==> config.mk <==
export PLATFORM = sky130hd
export DESIGN_NAME = udp_tx_checksum_generator_unit_flat
export DESIGN_NICKNAME = d
export VERILOG_FILES = /design/src/hdl/udp_tx_ck_pkg.sv /design/src/hdl/udp_tx_ck_item_if.sv /design/src/hdl/udp_tx_ck_result_if.sv /design/src/hdl/udp_tx_ck_cfg_if.sv /design/src/hdl/udp_tx_ck_hdr.sv /design/src/hdl/udp_tx_ck_acc.sv /design/src/hdl/udp_tx_ck_fin.sv /design/src/hdl/udp_tx_checksum_generator_unit.sv /design/src/flat_wrapper.sv
export VERILOG_INCLUDE_DIRS = /design/src /design/src/hdl
export SDC_FILE = /design/constraint.sdc
export NUM_CORES = 1
export LEC_CHECK = 0
export BUFFER_PORTS_ARGS = -buffer_cell sky130_fd_sc_hd__buf_2
export CAP_MARGIN = 20
export CORE_MARGIN = 3
export CORE_UTILIZATION = 54
export CTS_BUF_LIST = sky130_fd_sc_hd__clkbuf_4 sky130_fd_sc_hd__clkbuf_8 sky130_fd_sc_hd__clkbuf_16
export DETAILED_ROUTE_END_ITERATION = 10
export PLACE_DENSITY = 0.76
export SYNTH_ARGS = -nofsm -noshare
export SYNTH_HDL_FRONTEND = slang
export SYNTH_SLANG_ARGS = --single-unit
==> constraint.sdc <==
create_clock -name clk -period 8.5 [get_ports clk]
set_input_delay 1.275 -clock clk [delete_from_list [all_inputs] [get_ports clk]]
set_output_delay 1.275 -clock clk [all_outputs]
set_load 0.02 [all_outputs]
==> src/hdl/udp_tx_checksum_generator_unit_defines.svh <==
// assertion macros for the udp transmit checksum block
`ifndef UDP_TX_CHECKSUM_GENERATOR_UNIT_DEFINES_SVH
`define UDP_TX_CHECKSUM_GENERATOR_UNIT_DEFINES_SVH

`ifndef ASSERT_OFF
`define UTC_ASSERT_IMPL(label, clk, rst, ante, cons, msg) \
  label: assert property (@(posedge clk) disable iff (rst) (ante) |-> (cons)) else $error(msg);
`define UTC_ASSERT_NEXT(label, clk, rst, ante, cons, msg) \
  label: assert property (@(posedge clk) disable iff (rst) (ante) |=> (cons)) else $error(msg);
`else
`define UTC_ASSERT_IMPL(label, clk, rst, ante, cons, msg)
`define UTC_ASSERT_NEXT(label, clk, rst, ante, cons, msg)
`endif

`endif

==> src/hdl/udp_tx_ck_pkg.sv <==
`timescale 1ns / 1ps
`default_nettype none

package udp_tx_ck_pkg;

  localparam int MAX_PAYLOAD      = 1472;
  localparam int UDP_HEADER_BYTES = 8;
  localparam int LEN_W            = $clog2(MAX_PAYLOAD + UDP_HEADER_BYTES + 1);

  localparam logic [15:0] UDP_PROTOCOL     = 16'h0011;
  localparam logic [15:0] NO_CHECKSUM_CODE = 16'hFFFF;

  typedef logic [LEN_W-1:0] len_t;

  // item held in the input register, header words already summed
  typedef struct packed {
    logic        first;
    logic        last;
    logic        byte_valid;
    logic [7:0]  data_byte;
    logic [15:0] hdr_sum;
    len_t        limit;
  } stage_item_t;

  // datagram handed over for the final fold
  typedef struct packed {
    logic [15:0] sum;
    logic [7:0]  pend;
    logic        odd;
    len_t        seglen;
  } finish_t;

  // ones-complement add with end-around carry
  function automatic logic [15:0] oc_add(input logic [15:0] a, input logic [15:0] b);
    logic [16:0] s;
    s = {1'b0, a} + {1'b0, b};
    return s[15:0] + {15'd0, s[16]};
  endfunction

endpackage

`default_nettype wire

==> src/hdl/udp_tx_ck_item_if.sv <==
`timescale 1ns / 1ps
`default_nettype none

interface udp_tx_ck_item_if;
  logic        valid;
  logic        ready;
  logic        first;
  logic        last;
  logic [31:0] dst_ip;
  logic [15:0] local_port;
  logic [15:0] dst_port;
  logic [15:0] payload_len;
  logic        byte_valid;
  logic [7:0]  data_byte;

  modport source (
    output valid, first, last, dst_ip, local_port, dst_port, payload_len, byte_valid,
           data_byte,
    input  ready
  );
  modport sink (
    input  valid, first, last, dst_ip, local_port, dst_port, payload_len, byte_valid,
           data_byte,
    output ready
  );
endinterface

`default_nettype wire

==> src/hdl/udp_tx_ck_result_if.sv <==
`timescale 1ns / 1ps
`default_nettype none

interface udp_tx_ck_result_if;
  logic                        valid;
  logic                        ready;
  logic [15:0]                 checksum;
  logic [udp_tx_ck_pkg::LEN_W-1:0] segment_length;

  modport source (
    output valid, checksum, segment_length,
    input  ready
  );
  modport sink (
    input  valid, checksum, segment_length,
    output ready
  );
endinterface

`default_nettype wire

==> src/hdl/udp_tx_ck_cfg_if.sv <==
`timescale 1ns / 1ps
`default_nettype none

interface udp_tx_ck_cfg_if;
  logic        valid;
  logic        ready;
  logic [31:0] local_ip;

  modport source (
    output valid, local_ip,
    input  ready
  );
  modport sink (
    input  valid, local_ip,
    output ready
  );
endinterface

`default_nettype wire

==> src/hdl/udp_tx_ck_hdr.sv <==
`timescale 1ns / 1ps
`default_nettype none

module udp_tx_ck_hdr (
  input  wire logic                       clk,
  input  wire logic                       rst,
  input  wire logic [31:0]                local_ip,
  udp_tx_ck_item_if.sink                  item,
  input  wire logic                       a_go,
  output udp_tx_ck_pkg::stage_item_t      a_item,
  output logic                            a_valid
);

  logic [18:0]                wide_sum;
  logic [16:0]                fold1;
  logic [15:0]                hdr_fold;
  udp_tx_ck_pkg::len_t        limit;
  logic                       take_req;

  // header words added as plain integers, then folded twice
  assign wide_sum = {3'd0, local_ip[31:16]} + {3'd0, local_ip[15:0]}
                  + {3'd0, item.dst_ip[31:16]} + {3'd0, item.dst_ip[15:0]}
                  + {3'd0, udp_tx_ck_pkg::UDP_PROTOCOL}
                  + {3'd0, item.local_port} + {3'd0, item.dst_port};
  assign fold1    = {1'b0, wide_sum[15:0]} + {14'd0, wide_sum[18:16]};
  assign hdr_fold = fold1[15:0] + {15'd0, fold1[16]};

  assign limit = (item.payload_len > 16'(udp_tx_ck_pkg::MAX_PAYLOAD))
               ? udp_tx_ck_pkg::LEN_W'(udp_tx_ck_pkg::MAX_PAYLOAD)
               : item.payload_len[udp_tx_ck_pkg::LEN_W-1:0];

  assign item.ready = !a_valid || a_go;
  assign take_req   = item.valid && item.ready;

  always_ff @(posedge clk) begin
    if (rst) begin
      a_valid <= 1'b0;
    end else if (take_req) begin
      a_valid <= 1'b1;
    end else if (a_go) begin
      a_valid <= 1'b0;
    end
  end

  always_ff @(posedge clk) begin
    if (take_req) begin
      a_item.first      <= item.first;
      a_item.last       <= item.last;
      a_item.byte_valid <= item.byte_valid;
      a_item.data_byte  <= item.data_byte;
      a_item.hdr_sum    <= hdr_fold;
      a_item.limit      <= limit;
    end
  end

endmodule

`default_nettype wire

==> src/hdl/udp_tx_ck_acc.sv <==
`timescale 1ns / 1ps
`default_nettype none
`include "udp_tx_checksum_generator_unit_defines.svh"

module udp_tx_ck_acc (
  input  wire logic                       clk,
  input  wire logic                       rst,
  input  wire udp_tx_ck_pkg::stage_item_t a_item,
  input  wire logic                       a_valid,
  output logic                            a_go,
  input  wire logic                       c_ready,
  output udp_tx_ck_pkg::finish_t          c_item,
  output logic                            c_valid
);

  logic [15:0]         running_sum;
  udp_tx_ck_pkg::len_t bytes_taken;
  udp_tx_ck_pkg::len_t byte_limit;
  logic [7:0]          pending_high;
  logic                odd_pending;

  logic [15:0]         base_sum;
  udp_tx_ck_pkg::len_t base_taken;
  udp_tx_ck_pkg::len_t base_limit;
  logic [7:0]          base_pend;
  logic                base_odd;
  logic                take;
  logic [15:0]         running_sum_next;
  udp_tx_ck_pkg::len_t bytes_taken_next;
  logic [7:0]          pending_high_next;
  logic                odd_pending_next;

  // a first item restarts the datagram before its own byte is counted
  always_comb begin
    base_sum   = a_item.first ? a_item.hdr_sum : running_sum;
    base_taken = a_item.first ? '0 : bytes_taken;
    base_limit = a_item.first ? a_item.limit : byte_limit;
    base_pend  = a_item.first ? 8'd0 : pending_high;
    base_odd   = a_item.first ? 1'b0 : odd_pending;

    take = a_item.byte_valid && (base_taken < base_limit);

    running_sum_next  = (take && base_odd)
                      ? udp_tx_ck_pkg::oc_add(base_sum, {base_pend, a_item.data_byte})
                      : base_sum;
    pending_high_next = (take && !base_odd) ? a_item.data_byte : base_pend;
    odd_pending_next  = take ? !base_odd : base_odd;
    bytes_taken_next  = base_taken + udp_tx_ck_pkg::LEN_W'(take);
  end

  // a last item needs the hand-over register free or draining
  assign a_go = a_valid && (!a_item.last || !c_valid || c_ready);

  always_ff @(posedge clk) begin
    if (rst) begin
      running_sum  <= '0;
      bytes_taken  <= '0;
      byte_limit   <= '0;
      pending_high <= '0;
      odd_pending  <= 1'b0;
    end else if (a_go) begin
      if (a_item.last) begin
        running_sum  <= '0;
        bytes_taken  <= '0;
        byte_limit   <= '0;
        pending_high <= '0;
        odd_pending  <= 1'b0;
      end else begin
        running_sum  <= running_sum_next;
        bytes_taken  <= bytes_taken_next;
        byte_limit   <= base_limit;
        pending_high <= pending_high_next;
        odd_pending  <= odd_pending_next;
      end
    end
  end

  always_ff @(posedge clk) begin
    if (rst) begin
      c_valid <= 1'b0;
    end else if (a_go && a_item.last) begin
      c_valid <= 1'b1;
    end else if (c_ready) begin
      c_valid <= 1'b0;
    end
  end

  always_ff @(posedge clk) begin
    if (a_go && a_item.last) begin
      c_item.sum    <= running_sum_next;
      c_item.pend   <= pending_high_next;
      c_item.odd    <= odd_pending_next;
      c_item.seglen <= udp_tx_ck_pkg::LEN_W'(udp_tx_ck_pkg::UDP_HEADER_BYTES)
                     + bytes_taken_next;
    end
  end

  `UTC_ASSERT_IMPL(a_taken_bound, clk, rst, 1'b1, bytes_taken <= byte_limit, "byte count past limit")
  `UTC_ASSERT_IMPL(a_odd_parity, clk, rst, 1'b1, odd_pending == bytes_taken[0], "odd flag out of step with count")
  `UTC_ASSERT_NEXT(a_last_handover, clk, rst, a_go && a_item.last, c_valid, "last request not handed over")

endmodule

`default_nettype wire

==> src/hdl/udp_tx_ck_fin.sv <==
`timescale 1ns / 1ps
`default_nettype none
`include "udp_tx_checksum_generator_unit_defines.svh"

module udp_tx_ck_fin (
  input  wire logic                    clk,
  input  wire logic                    rst,
  input  wire udp_tx_ck_pkg::finish_t  c_item,
  input  wire logic                    c_valid,
  output logic                         c_ready,
  udp_tx_ck_result_if.source           result
);

  logic [17:0] total;
  logic [16:0] fold1;
  logic [15:0] folded;
  logic [15:0] csum;
  logic        load;

  // length counted twice: pseudo-header and udp header
  assign total  = {2'd0, c_item.sum}
                + (c_item.odd ? {2'd0, c_item.pend, 8'd0} : 18'd0)
                + 18'({c_item.seglen, 1'b0});
  assign fold1  = {1'b0, total[15:0]} + {15'd0, total[17:16]};
  assign folded = fold1[15:0] + {15'd0, fold1[16]};
  assign csum   = (~folded == 16'd0) ? udp_tx_ck_pkg::NO_CHECKSUM_CODE : ~folded;

  assign c_ready = !result.valid || result.ready;
  assign load    = c_valid && c_ready;

  always_ff @(posedge clk) begin
    if (rst) begin
      result.valid <= 1'b0;
    end else if (load) begin
      result.valid <= 1'b1;
    end else if (result.ready) begin
      result.valid <= 1'b0;
    end
  end

  always_ff @(posedge clk) begin
    if (load) begin
      result.checksum       <= csum;
      result.segment_length <= c_item.seglen;
    end
  end

  `UTC_ASSERT_NEXT(a_fin_load, clk, rst, load, result.valid, "hand-over lost")
  `UTC_ASSERT_IMPL(a_fin_length, clk, rst, result.valid, result.segment_length >= udp_tx_ck_pkg::LEN_W'(udp_tx_ck_pkg::UDP_HEADER_BYTES), "segment shorter than header")

endmodule

`default_nettype wire

==> src/hdl/udp_tx_checksum_generator_unit.sv <==
`timescale 1ns / 1ps
`default_nettype none

// UDP transmit checksum over the IPv4 pseudo-header, the UDP header and the
// payload. One request is taken every cycle while the output does not stall a
// datagram's last request. A result (checksum with zero sent as 0xFFFF, and
// segment length) is built in order: the request is registered, the running
// sum and the hand-over register are updated from it, and the fold and
// complement are loaded into the output register. The update of the running
// ones-complement sum is what paces the block at one byte a cycle.
// local_ip is to be written through cfg only while no datagram is in flight;
// the block does not enforce this. Reset clears it to zero along with the
// datagram state.
module udp_tx_checksum_generator_unit (
  input  wire logic          clk,
  input  wire logic          rst,
  udp_tx_ck_cfg_if.sink      cfg,
  udp_tx_ck_item_if.sink     item,
  udp_tx_ck_result_if.source result
);

  logic [31:0]                local_ip;
  udp_tx_ck_pkg::stage_item_t a_item;
  logic                       a_valid;
  logic                       a_go;
  udp_tx_ck_pkg::finish_t     c_item;
  logic                       c_valid;
  logic                       c_ready;

  assign cfg.ready = 1'b1;

  always_ff @(posedge clk) begin
    if (rst) begin
      local_ip <= '0;
    end else if (cfg.valid && cfg.ready) begin
      local_ip <= cfg.local_ip;
    end
  end

  udp_tx_ck_hdr u_hdr (
    .clk      (clk),
    .rst      (rst),
    .local_ip (local_ip),
    .item     (item),
    .a_go     (a_go),
    .a_item   (a_item),
    .a_valid  (a_valid)
  );

  udp_tx_ck_acc u_acc (
    .clk     (clk),
    .rst     (rst),
    .a_item  (a_item),
    .a_valid (a_valid),
    .a_go    (a_go),
    .c_ready (c_ready),
    .c_item  (c_item),
    .c_valid (c_valid)
  );

  udp_tx_ck_fin u_fin (
    .clk     (clk),
    .rst     (rst),
    .c_item  (c_item),
    .c_valid (c_valid),
    .c_ready (c_ready),
    .result  (result)
  );

endmodule

`default_nettype wire
==> src/flat_wrapper.sv <==
// flat-port wrapper written by rule: the top's interface ports become plain ports
module udp_tx_checksum_generator_unit_flat 
  (clk, rst, cfg_valid, cfg_local_ip, cfg_ready, item_valid, item_first, item_last, item_dst_ip, item_local_port, item_dst_port, item_payload_len, item_byte_valid, item_data_byte, item_ready, result_valid, result_checksum, result_segment_length, result_ready);
  udp_tx_ck_cfg_if cfg_i ();
  udp_tx_ck_item_if item_i ();
  udp_tx_ck_result_if result_i ();
  input  wire logic clk;
  input  wire logic rst;
  input wire logic [$bits(cfg_i.valid)-1:0] cfg_valid;
  input wire logic [$bits(cfg_i.local_ip)-1:0] cfg_local_ip;
  output wire logic [$bits(cfg_i.ready)-1:0] cfg_ready;
  input wire logic [$bits(item_i.valid)-1:0] item_valid;
  input wire logic [$bits(item_i.first)-1:0] item_first;
  input wire logic [$bits(item_i.last)-1:0] item_last;
  input wire logic [$bits(item_i.dst_ip)-1:0] item_dst_ip;
  input wire logic [$bits(item_i.local_port)-1:0] item_local_port;
  input wire logic [$bits(item_i.dst_port)-1:0] item_dst_port;
  input wire logic [$bits(item_i.payload_len)-1:0] item_payload_len;
  input wire logic [$bits(item_i.byte_valid)-1:0] item_byte_valid;
  input wire logic [$bits(item_i.data_byte)-1:0] item_data_byte;
  output wire logic [$bits(item_i.ready)-1:0] item_ready;
  output wire logic [$bits(result_i.valid)-1:0] result_valid;
  output wire logic [$bits(result_i.checksum)-1:0] result_checksum;
  output wire logic [$bits(result_i.segment_length)-1:0] result_segment_length;
  input wire logic [$bits(result_i.ready)-1:0] result_ready;
  assign cfg_i.valid = cfg_valid;
  assign cfg_i.local_ip = cfg_local_ip;
  assign cfg_ready = cfg_i.ready;
  assign item_i.valid = item_valid;
  assign item_i.first = item_first;
  assign item_i.last = item_last;
  assign item_i.dst_ip = item_dst_ip;
  assign item_i.local_port = item_local_port;
  assign item_i.dst_port = item_dst_port;
  assign item_i.payload_len = item_payload_len;
  assign item_i.byte_valid = item_byte_valid;
  assign item_i.data_byte = item_data_byte;
  assign item_ready = item_i.ready;
  assign result_valid = result_i.valid;
  assign result_checksum = result_i.checksum;
  assign result_segment_length = result_i.segment_length;
  assign result_i.ready = result_ready;
  udp_tx_checksum_generator_unit u_core (.clk(clk), .rst(rst), .cfg(cfg_i), .item(item_i), .result(result_i));
endmodule
-- Word level (Yosys, flattened, before mapping)
Cells that the tools add are included.
W data, S select, Z words.
- output and inout bits: 30
- logic and storage cells: 80
- bits in registers: 183
- input bits: 128
- reductions and logical operators: 20
- bitwise operators: 1
- add/sub/neg operators: 16
- magnitude comparators: 2
- muxes and demuxes: 20
- operators with widths (operator ; count):
    $add A19 B16 Y19 ; 4
    $mux W16 ; 4
    $add A16 B1 Y16 ; 3
    $mux W11 ; 4
    $add A16 B16 Y17 ; 2
    $mux W8 ; 3
    $add A19 B5 Y19 const B ; 1
    $add A16 B18 Y18 ; 1
    $add A18 B12 Y18 ; 1
    $add A16 B2 Y17 ; 1
    $add A16 B3 Y17 ; 1
    $gt A16 B11 Y1 const B ; 1
    $logic_not A16 Y1 ; 1
    $not A16 Y16 ; 1
    $add A11 B1 Y11 ; 1
    $add A4 B11 Y11 const A ; 1
    $lt A11 B11 Y1 ; 1
    $mux W1 ; 9
    $logic_and A1 B1 Y1 ; 7
    $reduce_bool A2 Y1 ; 3
    $logic_not A1 Y1 ; 5
    $logic_or A1 B1 Y1 ; 4

-- Depth between registers and ports, before layout
Gate-level depths: netlist (run 1).
- word-level depth: 8
- depth in mapped cells: 46
- depth with buffers taken out: 45

-- By module
From an unflattened synthesis (run 1), not the netlist that was laid out.
- cells, all modules: 1437
- area total of the unflattened synthesis: 14005.9 um^2
- modules (own cells, without submodules) (module ; instances ; area each (um^2) ; cells an instance ; seq. area each (um^2)):
    udp_tx_ck_acc ; 1 ; 5183.7 ; 558 ; 2042.0
    udp_tx_ck_hdr ; 1 ; 4680.7 ; 466 ; 1161.1
    udp_tx_ck_fin ; 1 ; 2966.6 ; 308 ; 830.8
    udp_tx_checksum_generator_unit ; 1 ; 1174.9 ; 105 ; 640.6

-- Worst setup path after synthesis (run 1)
No wires, ideal clock.
- kind: reg-to-reg
- start point: register u_core.local_ip[1]
- end point: register, netlist name u_core.u_hdr.a_item[25]
- path buffers: 1
- library setup time: 0.265 ns
- stages on the path, launching flop included: 43
- data required time: 8.235 ns
- clock period less this slack: 8.898 ns
- arrival: 8.634 ns
- slack: -0.398 ns
- cells stage by stage: dfxtp_1 -> ha_1 -> a21o_1 -> a21oi_1 -> o21ai_0 -> a21o_1 -> a21oi_1 -> o21ai_0 -> o41ai_1 -> xnor2_1 -> fa_1 -> inv_1 -> fa_1 -> fa_1 -> inv_1 -> ha_1 -> and2_1 -> a311oi_1 -> (+7 left out) -> inv_1 -> fa_1 -> nor2b_1 -> o21ai_0 -> nor2_1 -> and3_1 -> clkbuf_1 -> nand4_1 -> nor3_1 -> and3_1 -> ha_1 -> ha_1 -> nand3_1 -> or3_1 -> or3_1 -> nor3_1 -> a31oi_1 -> xnor2_1
- word-level cells in the longest chain between the ends: 8
- ends and longest elaborated chain (what ; RTL line ; source):
    start, declared ; udp_tx_checksum_generator_unit.sv:22 ; logic [31:0] local_ip;
    start signal, assigned ; udp_tx_checksum_generator_unit.sv:36 ; local_ip <= cfg.local_ip;
    $add A16 B16 Y17 ; udp_tx_ck_hdr.sv:21 ; assign wide_sum = {3'd0, local_ip[31:16]} + {3'd0, local_ip[15:0]}
    $add A19 B16 Y19 (2 in a row) ; udp_tx_ck_hdr.sv:22 ; + {3'd0, item.dst_ip[31:16]} + {3'd0, item.dst_ip[15:0]}
    $add A19 B5 Y19 ; udp_tx_ck_hdr.sv:23 ; + {3'd0, udp_tx_ck_pkg::UDP_PROTOCOL}
    $add A19 B16 Y19 (2 in a row) ; udp_tx_ck_hdr.sv:24 ; + {3'd0, item.local_port} + {3'd0, item.dst_port};
    $add A16 B3 Y17 ; udp_tx_ck_hdr.sv:25 ; assign fold1 = {1'b0, wide_sum[15:0]} + {14'd0, wide_sum[18:16]};
    $add A16 B1 Y16 ; udp_tx_ck_hdr.sv:26 ; assign hdr_fold = fold1[15:0] + {15'd0, fold1[16]};
    net u_core.u_hdr.hdr_fold[14] ; udp_tx_ck_hdr.sv:16 ; logic [15:0] hdr_fold;
The timed path passes the listed nets, and every way through them passes these cells.
A chain may end at the register's enable or synchronous reset.

-- Final worst setup path (run 1)
- start point: register u_core.local_ip[0]
- end point: register, netlist name u_core.u_hdr.a_item[25]
- word-level cells in the longest chain between the ends: 8
- ends and longest elaborated chain (what ; RTL line):
    $add A16 B16 Y17 ; udp_tx_ck_hdr.sv:21
    $add A19 B16 Y19 (2 in a row) ; udp_tx_ck_hdr.sv:22
    $add A19 B5 Y19 ; udp_tx_ck_hdr.sv:23
    $add A19 B16 Y19 (2 in a row) ; udp_tx_ck_hdr.sv:24
    $add A16 B3 Y17 ; udp_tx_ck_hdr.sv:25
    $add A16 B1 Y16 ; udp_tx_ck_hdr.sv:26
    net u_core.u_hdr.hdr_fold[14] ; udp_tx_ck_hdr.sv:16
The timed path passes the listed nets, and every way through them passes these cells.

==> results of run 1 <==
-- metrics by stage --
| stage | setup TNS, ns | util | setup WS [ns] |
|---|---|---|---|
| after floorplan | 0 | - | 0.00285 |
| after global placement | -0.120 | 0.611 | -0.102 |
| after detailed placement | -0.983 | 0.611 | -0.384 |
| after CTS | -0.0263 | 0.647 | -0.0263 |
| after global routing | -4.18 | 0.656 | -0.706 |
| final | -0.669 | 0.656 | -0.247 |
-- cell usage after synthesis (6+ instances only) --
master and n:
nor2_1 141, inv_1 128, ha_1 117, edfxtp_1 101, dfxtp_1 82, a21oi_1 68
xnor2_1 66, fa_1 57, nand2_1 57, xor2_1 53, mux2i_1 44, o21ai_0 36
nor3_1 35, nand3_1 34, nor2b_1 34, clkbuf_1 33, a21o_1 28, and2_1 28
mux2_2 25, and3_1 16, a31oi_1 15, a22oi_1 13, nand4_1 13, o21a_1 11
nand2_2 10, nand2b_1 10, or2_2 8, o211ai_1 7, o21bai_1 7, or3_1 7
a211oi_1 6
-- report_power, final --
| group | switching, mW | total [mW] | internal (mW) |
|---|---|---|---|
| registers | 0.0365 | 1.12 | 1.08 |
| clock network | 0.366 | 0.785 | 0.418 |
| logic | 1.51 | 2.69 | 1.18 |
| total | 1.91 | 4.59 | 2.68 |
-- registers in the layout, indices dropped and copies added (netlist names) --
signal	flops
u_core.u_hdr.a_item	38
u_core.u_acc.odd_pending	1
u_core.u_acc.running_sum	16
u_core.u_acc.pending_high	8
u_core.u_acc.byte_limit	11
u_core.u_hdr.a_valid	1
u_core.u_acc.bytes_taken	11
u_core.u_acc.c_valid	1
u_core.u_fin.result.segment_length	11
u_core.u_fin.result.checksum	16
u_core.u_acc.c_item	36
u_core.local_ip	32
u_core.u_fin.result.valid	1
-- area by class of cell --
class	instances	area share
Multi-Input combinational cell	1030	0.529
Sequential cell	183	0.292
Timing Repair Buffer	240	0.0882
Inverter	128	0.0299
Clock buffer	21	0.0299
Tap cell	324	0.0253
Clock inverter	11	0.00655
-- what timing repair did --
item / in CTS / in global routing
hold buffers: 0 / 0
setup endpoints to repair: 6 / 11
pin swaps: 20 / 28
setup buffers: 23 / 13
resized for setup: 29 / 36
-- metal layers --
layer,vias up,part of all wire,wire length (um)
met5,-,0.0014,44
met4,8,0.030,957
met3,72,0.057,1860
met2,362,0.48,15700
met1,5117,0.43,13800
li1,5283,-,-
-- worst paths after layout --
path / startpoint / endpoint / slack [ns] / cells after the start
worst max-delay path: u_core.local_ip[0] / u_core.u_hdr.a_item[25] / -0.25 / 44
worst min-delay path: u_core.u_acc.bytes_taken[1] / u_core.u_acc.bytes_taken[1] / 0.47 / 2
worst max register to register: u_core.local_ip[0] / u_core.u_hdr.a_item[25] / -0.25 / 44
worst min register to register: u_core.u_acc.bytes_taken[1] / u_core.u_acc.bytes_taken[1] / 0.47 / 2
-- logic make-up after synthesis --
family | after synthesis
AO/OA/AOI/OAI | 244
AND/OR/NAND/NOR | 421
buffers and inverters | 170
other | 1
multiplexers | 69
flip-flops | 183
XOR/XNOR | 120
adder cells (fa/ha/maj) | 175
-- worst register-to-register path, delay by kind of cell (launching register included) --
kind | cells | cell delay, ns
simple gates | 14 | 2.31
fa+ha+maj | 9 | 2.97
flops | 1 | 0.36
buf+inv | 4 | 0.20
compound gates | 14 | 2.19
xor+xnor | 3 | 0.46
==> impl_metrics.yaml, run 1 <==
power:
  leakagePower_nw: 7.21
  ir_worst_vdd_mv: 0.218
  power_mw: 4.59
  powerDensity_nw_per_um2: 286
timing:
  report.final.slew_viol_count: 0
  hold_viol_final: 0
  fin_worst_skew_ns: 0.0110
  worst_slack_ns: -0.247
  period_needed_ns: 8.75
  whs_ns: 0.470
  slew_headroom: 0.221
  fmax_ghz: 0.114
  worst_pin_slew_ns: 1.16
  finalSetupViolCount: 4
  rsz0062_at_grt: "yes"
  period_share: 1.03
finish:
  stdcell_count: 1937
  mostFrequentLayoutCell: "buf_2"
  nets: 1902
  seq_area_sq_um: 4680
  multiInputGateArea_sq_um: 8480
  fillerInstances: 1911
  area_growth_pct: 19.0
  antenna_cells: 0
  layout_common_cells: "buf_2 (156), nor2_1 (135), inv_1 (122), ha_1 (109), edfxtp_1 (101)"
  drive_gt1_frac: 0.242
  finalInstanceArea_sq_um: 16000
placed_design:
  dp_hpwl_um: 24200
  place.gp.congestion: 0.902
  io_buffers: 156
  place_area_sq_um: 15000
  dp.cells: 1872
yosys:
  synth_mux_area_frac: 0.0535
  yosysSeqAreaShare: 0.347
  synth_compound_area_frac: 0.122
  synth_area_sq_um: 13500
  syn-num-nets: 1685
  synth_cells: 1383
  ys_types: 79
  async_flop_share: 0
  ys_seq_elements: 183
  yosys_warnings: 0
  yosys-top-cells-area: "edfxtp_1 (22%), dfxtp_1 (12%), ha_1 (11%)"
  synth_top_area_frac: 0.225
  avgSynthCellArea_sq_um: 9.75
  yosysTopAreaCell: "edfxtp_1"
  synth-simple-area-share: 0.156
  synthAdderAreaFrac: 0.194
  synth-xor-area-share: 0.0785
  synthFlopType: "edfxtp_1"
  synth-edff-count: 101
  synth_top_family_by_area: "adder cells"
clocking:
  numCtsBuffers: 17
  clkTransAtPathRegs_ns: 0.07
  cts_tree: "yes"
  clock_path_buffers: 2
  htreeDepth: 4
  insertion_delay_ns: 0.44
  clkSinkCount: 183
  cts_root_buf: "clkbuf_16"
global_route:
  grt_max_degree: 81
  top_usage_layer: "met2"
  grt_usage: 0.244
  grtUsageMet1: 0.310
  grt-ovfl-total: 0
  use_met2: 0.419
  antenna_found_initial: 4
  grt_pass1_vias: 10881
  grt_util_met3: 0.0467
  grt_pass1_wl_um: 52400
outcome:
  violations: "setup timing"
  status: "finished, violations left"
routing:
  drt_iter0_markers: 609
  drc: 0
  wl_per_cell_um: 16.7
  wl_um: 32400
  vias_per_cell: 5.60
  vias: 10842
  dr.pass1.iters: 6
  detail-route-antenna-nets: 0
setup_path:
  worstPathMaxFanout: 5
  path_class: "reg2reg"
  cp_slowest_cell: "fa_1"
  cp_data_arrival_time_ns: 8.92
  cp-end-kind: "register"
  start_kind: "register"
  crit_required_ns: 8.67
  cp_slowest_stage_delay_ns: 0.57
  path_delay_family: "adder cells"
  crit_buf_inv: 4
die:
  initial_utilization: 0.551
  dieArea_sq_um: 26900
  die_w_um: 164
  io_pins: 158
  dieHeight_um: 164
  num_rows: 57
  core-area_sq_um: 24500
hold_path:
  hold_class: "reg2reg"
run:
  cap_violations: 0
Power figures use the tool's default switching activity.
==> inputs of run 2 (changes only) <==
ABC_AREA = 1   (was default)
CORE_UTILIZATION = 55   (was 54)
PLACE_DENSITY = 0.77   (was 0.76)
==> run 2 against run 1 <==
  * The flow now finishes without violations
  * Global-route usage up 0.61 points
  * Synthesized cell count up 35%
  * Fmax up 5.9%
  * Register-to-register slack better by 0.49 ns
  * Worst setup slack better by 0.49 ns
  * Clock power up 3.9%
  * Combinational power up 6%
  * Sequential cell count unchanged
  * Critical endpoint is now u_core.u_hdr.a_item[23]
  * Largest power group unchanged
==> impl_metrics.yaml, run 2 <==
outcome:
  status: "complete, no violations"
global_route:
  grt-ovfl-total: 0
  antenna_found_initial: 3
  grt_usage: 0.250
  grt_max_degree: 51
  grt_pass1_wl_um: 57000
  grt_pass1_vias: 12206
setup_path:
  path_delay_family: "simple AND/OR/NAND/NOR gates"
  cp_data_arrival_time_ns: 8.45
  crit_required_ns: 8.69
  path_class: "reg2reg"
  ff2ff_path_depth: 47
  worstPathMaxFanout: 4
  reg2reg_slack_ns: 0.24
  cp-end-kind: "register"
  r2r_end: "u_core.u_hdr.a_item[23]"
  regToRegStartpoint: "u_core.local_ip[5]"
  cp_slowest_cell: "fa_1"
  start_kind: "register"
  cp_common_cell: "nand2_1"
  cp_slowest_stage_delay_ns: 0.51
  crit_buf_inv: 4
run:
  cap_violations: 0
routing:
  vias_per_cell: 5.24
  wl_um: 35200
  dr.pass1.iters: 5
  drc: 0
  wl_per_cell_um: 14.8
  vias: 12429
  drt_iter0_markers: 814
  detail-route-antenna-nets: 0
timing:
  rsz0062_at_grt: "yes"
  fin_worst_skew_ns: 0.0173
  worst_pin_slew_ns: 1.03
  whs_ns: 0.464
  hold_viol_final: 0
  finalSetupViolCount: 0
  period_needed_ns: 8.26
  slew_headroom: 0.312
  fmax_ghz: 0.121
  period_share: 0.972
  report.final.slew_viol_count: 0
  fin_setup_tns_ns: 0
yosys:
  synth-xor-area-share: 0.0466
  synth-simple-area-share: 0.254
  ys_seq_elements: 183
  synth_top_family_by_area: "simple AND/OR/NAND/NOR gates"
  synth_area_sq_um: 14100
  synthAdderAreaFrac: 0.185
  avgSynthCellArea_sq_um: 7.55
  synth_cells: 1861
  synth-edff-count: 101
  synth_mux_area_frac: 0
  yosysTopAreaCell: "edfxtp_1"
  yosysSeqAreaShare: 0.333
  synth_commonest_cells: "nand2_1 (487), inv_1 (309), nor2_1 (180), ha_1 (117), a21oi_1 (107)"
  syn-num-nets: 2163
  synth_top_area_frac: 0.216
  synthMostInstantiatedCell: "nand2_1"
  yosys-top-cells-area: "edfxtp_1 (22%), nand2_1 (13%), dfxtp_1 (12%)"
  async_flop_share: 0
  synth_compound_area_frac: 0.0840
  synthFlopType: "edfxtp_1"
  ys_types: 44
  yosys_warnings: 0
finish:
  largest_reg_flops: 38
  top_register: "u_core.u_hdr.a_item"
  layout_common_cells: "nand2_1 (476), inv_1 (300), nor2_1 (171), buf_2 (156)"
  area_growth_pct: 17.2
  drive_gt1_frac: 0.180
  nets: 2339
  antenna_cells: 0
  reg_top3: "u_core.u_hdr.a_item (38), u_core.u_acc.c_item (36), u_core.local_ip (32)"
  stdcell_count: 2374
  mostFrequentLayoutCell: "nand2_1"
die:
  num_rows: 57
  core-area_sq_um: 24700
  initial_utilization: 0.568
  dieArea_sq_um: 27500
  io_pins: 158
  die_w_um: 166
  dieHeight_um: 166
clocking:
  clkSinkCount: 183
  clkTransAtPathRegs_ns: 0.09
  clock_path_buffers: 2
  hold_buffers: 0
  cts_root_buf: "clkbuf_16"
  insertion_delay_ns: 0.44
  cts_tree: "yes"
  numCtsBuffers: 17
  htreeDepth: 4
hold_path:
  hold_class: "reg2reg"
  whs_endpoint: "u_core.u_acc.bytes_taken[0]"
  min_delay_path_depth: 2
  hold_start: "u_core.u_acc.bytes_taken[0]"
placed_design:
  io_buffers: 156
  dp_hpwl_um: 27800
  dp.cells: 2324
  place.gp.congestion: 0.995
power:
  power_mw: 4.77
  leakagePower_nw: 8.07
  powerDensity_nw_per_um2: 290
  ir_worst_vdd_mv: 0.204
## run 2: changes by cell type after synthesis, sizes merged, moves of 17 or more
cell   change
and3      -17
nand3     +61
xnor2     -45
a21oi     +40
o21ai     +39
nor2      +49
mux2i     -44
a21o      -23
mux2      -25
inv      +188
nor3      -22
nand2    +428
and2      -24
nor2b     -35
## run 2: worst max-delay path by stage
stage,from,endpoint,slack (ns),depth (start not counted)
floorplan,u_core.local_ip[2],u_core.u_hdr.a_item[23],0.22,46
global placement,u_core.local_ip[2],u_core.u_hdr.a_item[26],0.02,49
detailed placement,u_core.local_ip[2],u_core.u_hdr.a_item[23],-0.23,46
CTS,u_core.local_ip[16],u_core.u_hdr.a_item[26],0.02,50
global route,u_core.local_ip[2],u_core.u_hdr.a_item[26],-0.31,48
finish,u_core.local_ip[5],u_core.u_hdr.a_item[23],0.24,47
## run 2: per-layer routing
layer,up-vias,routed length (um),global-route usage
li1,6262,-,-
met5,-,34,0
met2,379,17900,0.456
met3,61,2050,0.0419
met4,6,692,0.0637
met1,5721,14500,0.308
## run 2: area by class of cell
class	instances	area, sq um
Tap cell	324	405
Clock inverter	15	191
Clock buffer	17	425
Sequential cell	183	4690
Inverter	320	1210
Fill cell	2012	8280
Timing Repair Buffer	197	1100
Multi-Input combinational cell	1318	8460
## run 2: stage by stage
stage	setup slack (ns)	util	area (sq um)
6_report	0.240	0.666	16500
5_1_grt	-0.308	0.666	16500
4_1_cts	0.0158	0.646	16000
3_5_place_dp	-0.229	0.616	15300
3_3_place_gp	0.0204	0.616	15300
2_1_floorplan	0.223	-	14100
## run 2: power by group
group / switching (mW) / leakage, nW / total [mW] / internal (mW)
combinational: 1.80 / 6.15 / 2.84 / 1.04
clock: 0.409 / 0.299 / 0.816 / 0.406
sequential: 0.0352 / 1.62 / 1.12 / 1.09
## run 2: worst reg2reg max path, delay by kind of cell, from the launching register on
kind	cells	cell delay [ns]
AND/OR/NAND/NOR	24	3.09
adder cells (fa/ha/maj)	8	2.72
AO/OA/AOI/OAI	8	1.08
XOR/XNOR	3	0.49
flip-flops	1	0.35
buffers and inverters	4	0.25
## run 2: repair_timing
| action | CTS | global route |
|---|---|---|
| gates cloned | 0 | 0 |
| pin swaps | 14 | 72 |
| gates resized for setup | 18 | 95 |
| setup buffers | 7 | 11 |
| endpoints found under the setup margin | 5 | 11 |
## run 2: kinds of logic (layout without fill, tap and decap cells)
kind of cell | after synthesis | count (layout)
buf+inv | 360 | 549
other cells | 1 | 1
simple gates | 851 | 851
fa+ha+maj | 174 | 174
xor+xnor | 73 | 73
compound gates | 219 | 219
flops | 183 | 183
==> inputs of run 3 (changes only) <==
RECOVER_POWER = 50   (was default)
==> run 3 against run 2 <==
  * The flow now finishes with violations (capacitance limit, slew limit)
  * Cell count is the same
  * Core utilization down 0.20 points
  * Highest routed layer unchanged
  * Clock skew rose by 0.0013 ns
  * Sequential cell count stayed put
  * Count of clock-buffer cells in the layout stayed put
  * Non-clock buffer count unchanged
  * Hold slack improved by 0.00084 ns
  * Clock power barely moved
  * Routed wire length fell by 0.12%
  * Fmax down 0.63%
==> impl_metrics.yaml, run 3 (synthesis results as in run 2) <==
outcome:
  status: "finished, violations left"
  violations: "capacitance limit, slew limit"
routing:
  drc: 0
  dr.pass1.iters: 5
  wl_per_cell_um: 14.8
  detail-route-antenna-nets: 0
  wl_um: 35100
  vias_per_cell: 5.25
  drt_iter0_markers: 871
  vias: 12467
die:
  dieHeight_um: 166
  num_rows: 57
  dieArea_sq_um: 27500
  initial_utilization: 0.568
  core-area_sq_um: 24700
  io_pins: 158
  die_w_um: 166
setup_path:
  path_delay_family: "simple AND/OR/NAND/NOR gates"
  start_kind: "register"
  worstPathMaxFanout: 4
  crit_required_ns: 8.69
  ff2ff_path_depth: 46
  cp-end-kind: "register"
  cp_common_cell: "nand2_1"
  reg2reg_slack_ns: 0.19
  cp_slowest_stage_delay_ns: 0.54
  crit_buf_inv: 4
  r2r_end: "u_core.u_hdr.a_item[23]"
  cp_data_arrival_time_ns: 8.50
  cp_slowest_cell: "fa_1"
  regToRegStartpoint: "u_core.local_ip[21]"
  path_class: "reg2reg"
clocking:
  htreeDepth: 4
  clock_path_buffers: 2
  hold_buffers: 0
  clkSinkCount: 183
  cts_tree: "yes"
  numCtsBuffers: 17
  cts_root_buf: "clkbuf_16"
  insertion_delay_ns: 0.44
  clkTransAtPathRegs_ns: 0.09
hold_path:
  whs_endpoint: "u_core.u_acc.bytes_taken[0]"
  hold_start: "u_core.u_acc.bytes_taken[0]"
  hold_class: "reg2reg"
  min_delay_path_depth: 2
finish:
  reg_top3: "u_core.u_hdr.a_item (38), u_core.u_acc.c_item (36), u_core.local_ip (32)"
  area_growth_pct: 16.9
  finalInstanceArea_sq_um: 16400
  stdcell_count: 2374
  layout_common_cells: "nand2_1 (476), inv_1 (300), nor2_1 (171), buf_2 (126)"
  top_register: "u_core.u_hdr.a_item"
  drive_gt1_frac: 0.164
  antenna_cells: 0
  mostFrequentLayoutCell: "nand2_1"
  largest_reg_flops: 38
  fillerInstances: 2038
  nets: 2339
placed_design:
  place_ws_ns: -0.229
  io_buffers: 156
  dp.cells: 2324
  place_area_sq_um: 15300
  place.gp.congestion: 0.995
  dp_hpwl_um: 27800
timing:
  worst_slack_ns: 0.188
  report.final.slew_viol_count: 89
  period_needed_ns: 8.31
  worst_pin_slew_ns: 2.41
  whs_ns: 0.464
  finalSetupViolCount: 0
  slew_headroom: -0.605
  period_share: 0.978
  fin_worst_skew_ns: 0.0187
  hold_viol_final: 0
  rsz0062_at_grt: "yes"
  fmax_ghz: 0.120
power:
  powerDensity_nw_per_um2: 291
  leakagePower_nw: 7.97
  ir_worst_vdd_mv: 0.204
  power_mw: 4.77
run:
  cap_violations: 2
global_route:
  grt_pass1_wl_um: 57000
  antenna_found_initial: 3
  grt_usage: 0.250
  grt_max_degree: 51
  grt_pass1_vias: 12206
  grt-ovfl-total: 0
-- run 3: cell count changes in the layout (fill, tap and decap cells not counted) --
cell and change:
buf_2 -30, buf_4 -3, clkbuf_1 +33
-- run 3: final cells by class --
type / count / area (sq um) / area share
clock buffers: 17 / 425 / 0.0259
inverters: 320 / 1210 / 0.0734
flip-flops and latches: 183 / 4690 / 0.286
clock inverters: 15 / 191 / 0.0117
repair buffers: 197 / 1050 / 0.0638
multi-input cells: 1318 / 8460 / 0.515
well taps: 324 / 405 / 0.0247
-- run 3: report_power, final --
group	leakage (nW)	switching, mW	internal [mW]
combinational	6.06	1.80	1.04
clock	0.299	0.409	0.406
sequential	1.62	0.0353	1.09
-- run 3: worst max path at each step --
stage                              startpoint                       to  slack [ns]  cells after the start
final                     u_core.local_ip[21]  u_core.u_hdr.a_item[23]        0.19                     46
after global routing       u_core.local_ip[2]  u_core.u_hdr.a_item[26]       -0.31                     48
after CTS                 u_core.local_ip[16]  u_core.u_hdr.a_item[26]        0.02                     50
after detailed placement   u_core.local_ip[2]  u_core.u_hdr.a_item[23]       -0.23                     46
after global placement     u_core.local_ip[2]  u_core.u_hdr.a_item[26]        0.02                     49
after floorplan            u_core.local_ip[2]  u_core.u_hdr.a_item[23]        0.22                     46
-- run 3: metal layers --
| metal | track usage | vias to the layer above | part of all wire |
|---|---|---|---|
| met5 | 0 | - | 0.00097 |
| met4 | 0.0637 | 6 | 0.022 |
| met3 | 0.0419 | 67 | 0.061 |
| met2 | 0.456 | 396 | 0.51 |
| met1 | 0.308 | 5737 | 0.41 |
| li1 | - | 6261 | - |
-- run 3: per-stage QoR --
stage / util / TNS (ns)
6_report: 0.664 / 0
5_1_grt: 0.664 / -1.28
4_1_cts: 0.646 / 0
3_5_place_dp: 0.616 / -0.809
3_3_place_gp: 0.616 / 0
2_1_floorplan: - / 0
-- run 3: worst register-to-register path, delay by kind of cell (launching register included) --
| family | cells | cell delay (ns) |
|---|---|---|
| compound gates | 8 | 1.16 |
| fa+ha+maj | 8 | 2.87 |
| flops | 1 | 0.35 |
| buf+inv | 4 | 0.31 |
| simple gates | 23 | 2.90 |
| xor+xnor | 3 | 0.47 |
-- run 3: what timing repair did --
action,in CTS,in global routing
gates resized for setup,18,95
setup buffers,7,11
endpoints found under the setup margin,5,11
pin swaps,14,72
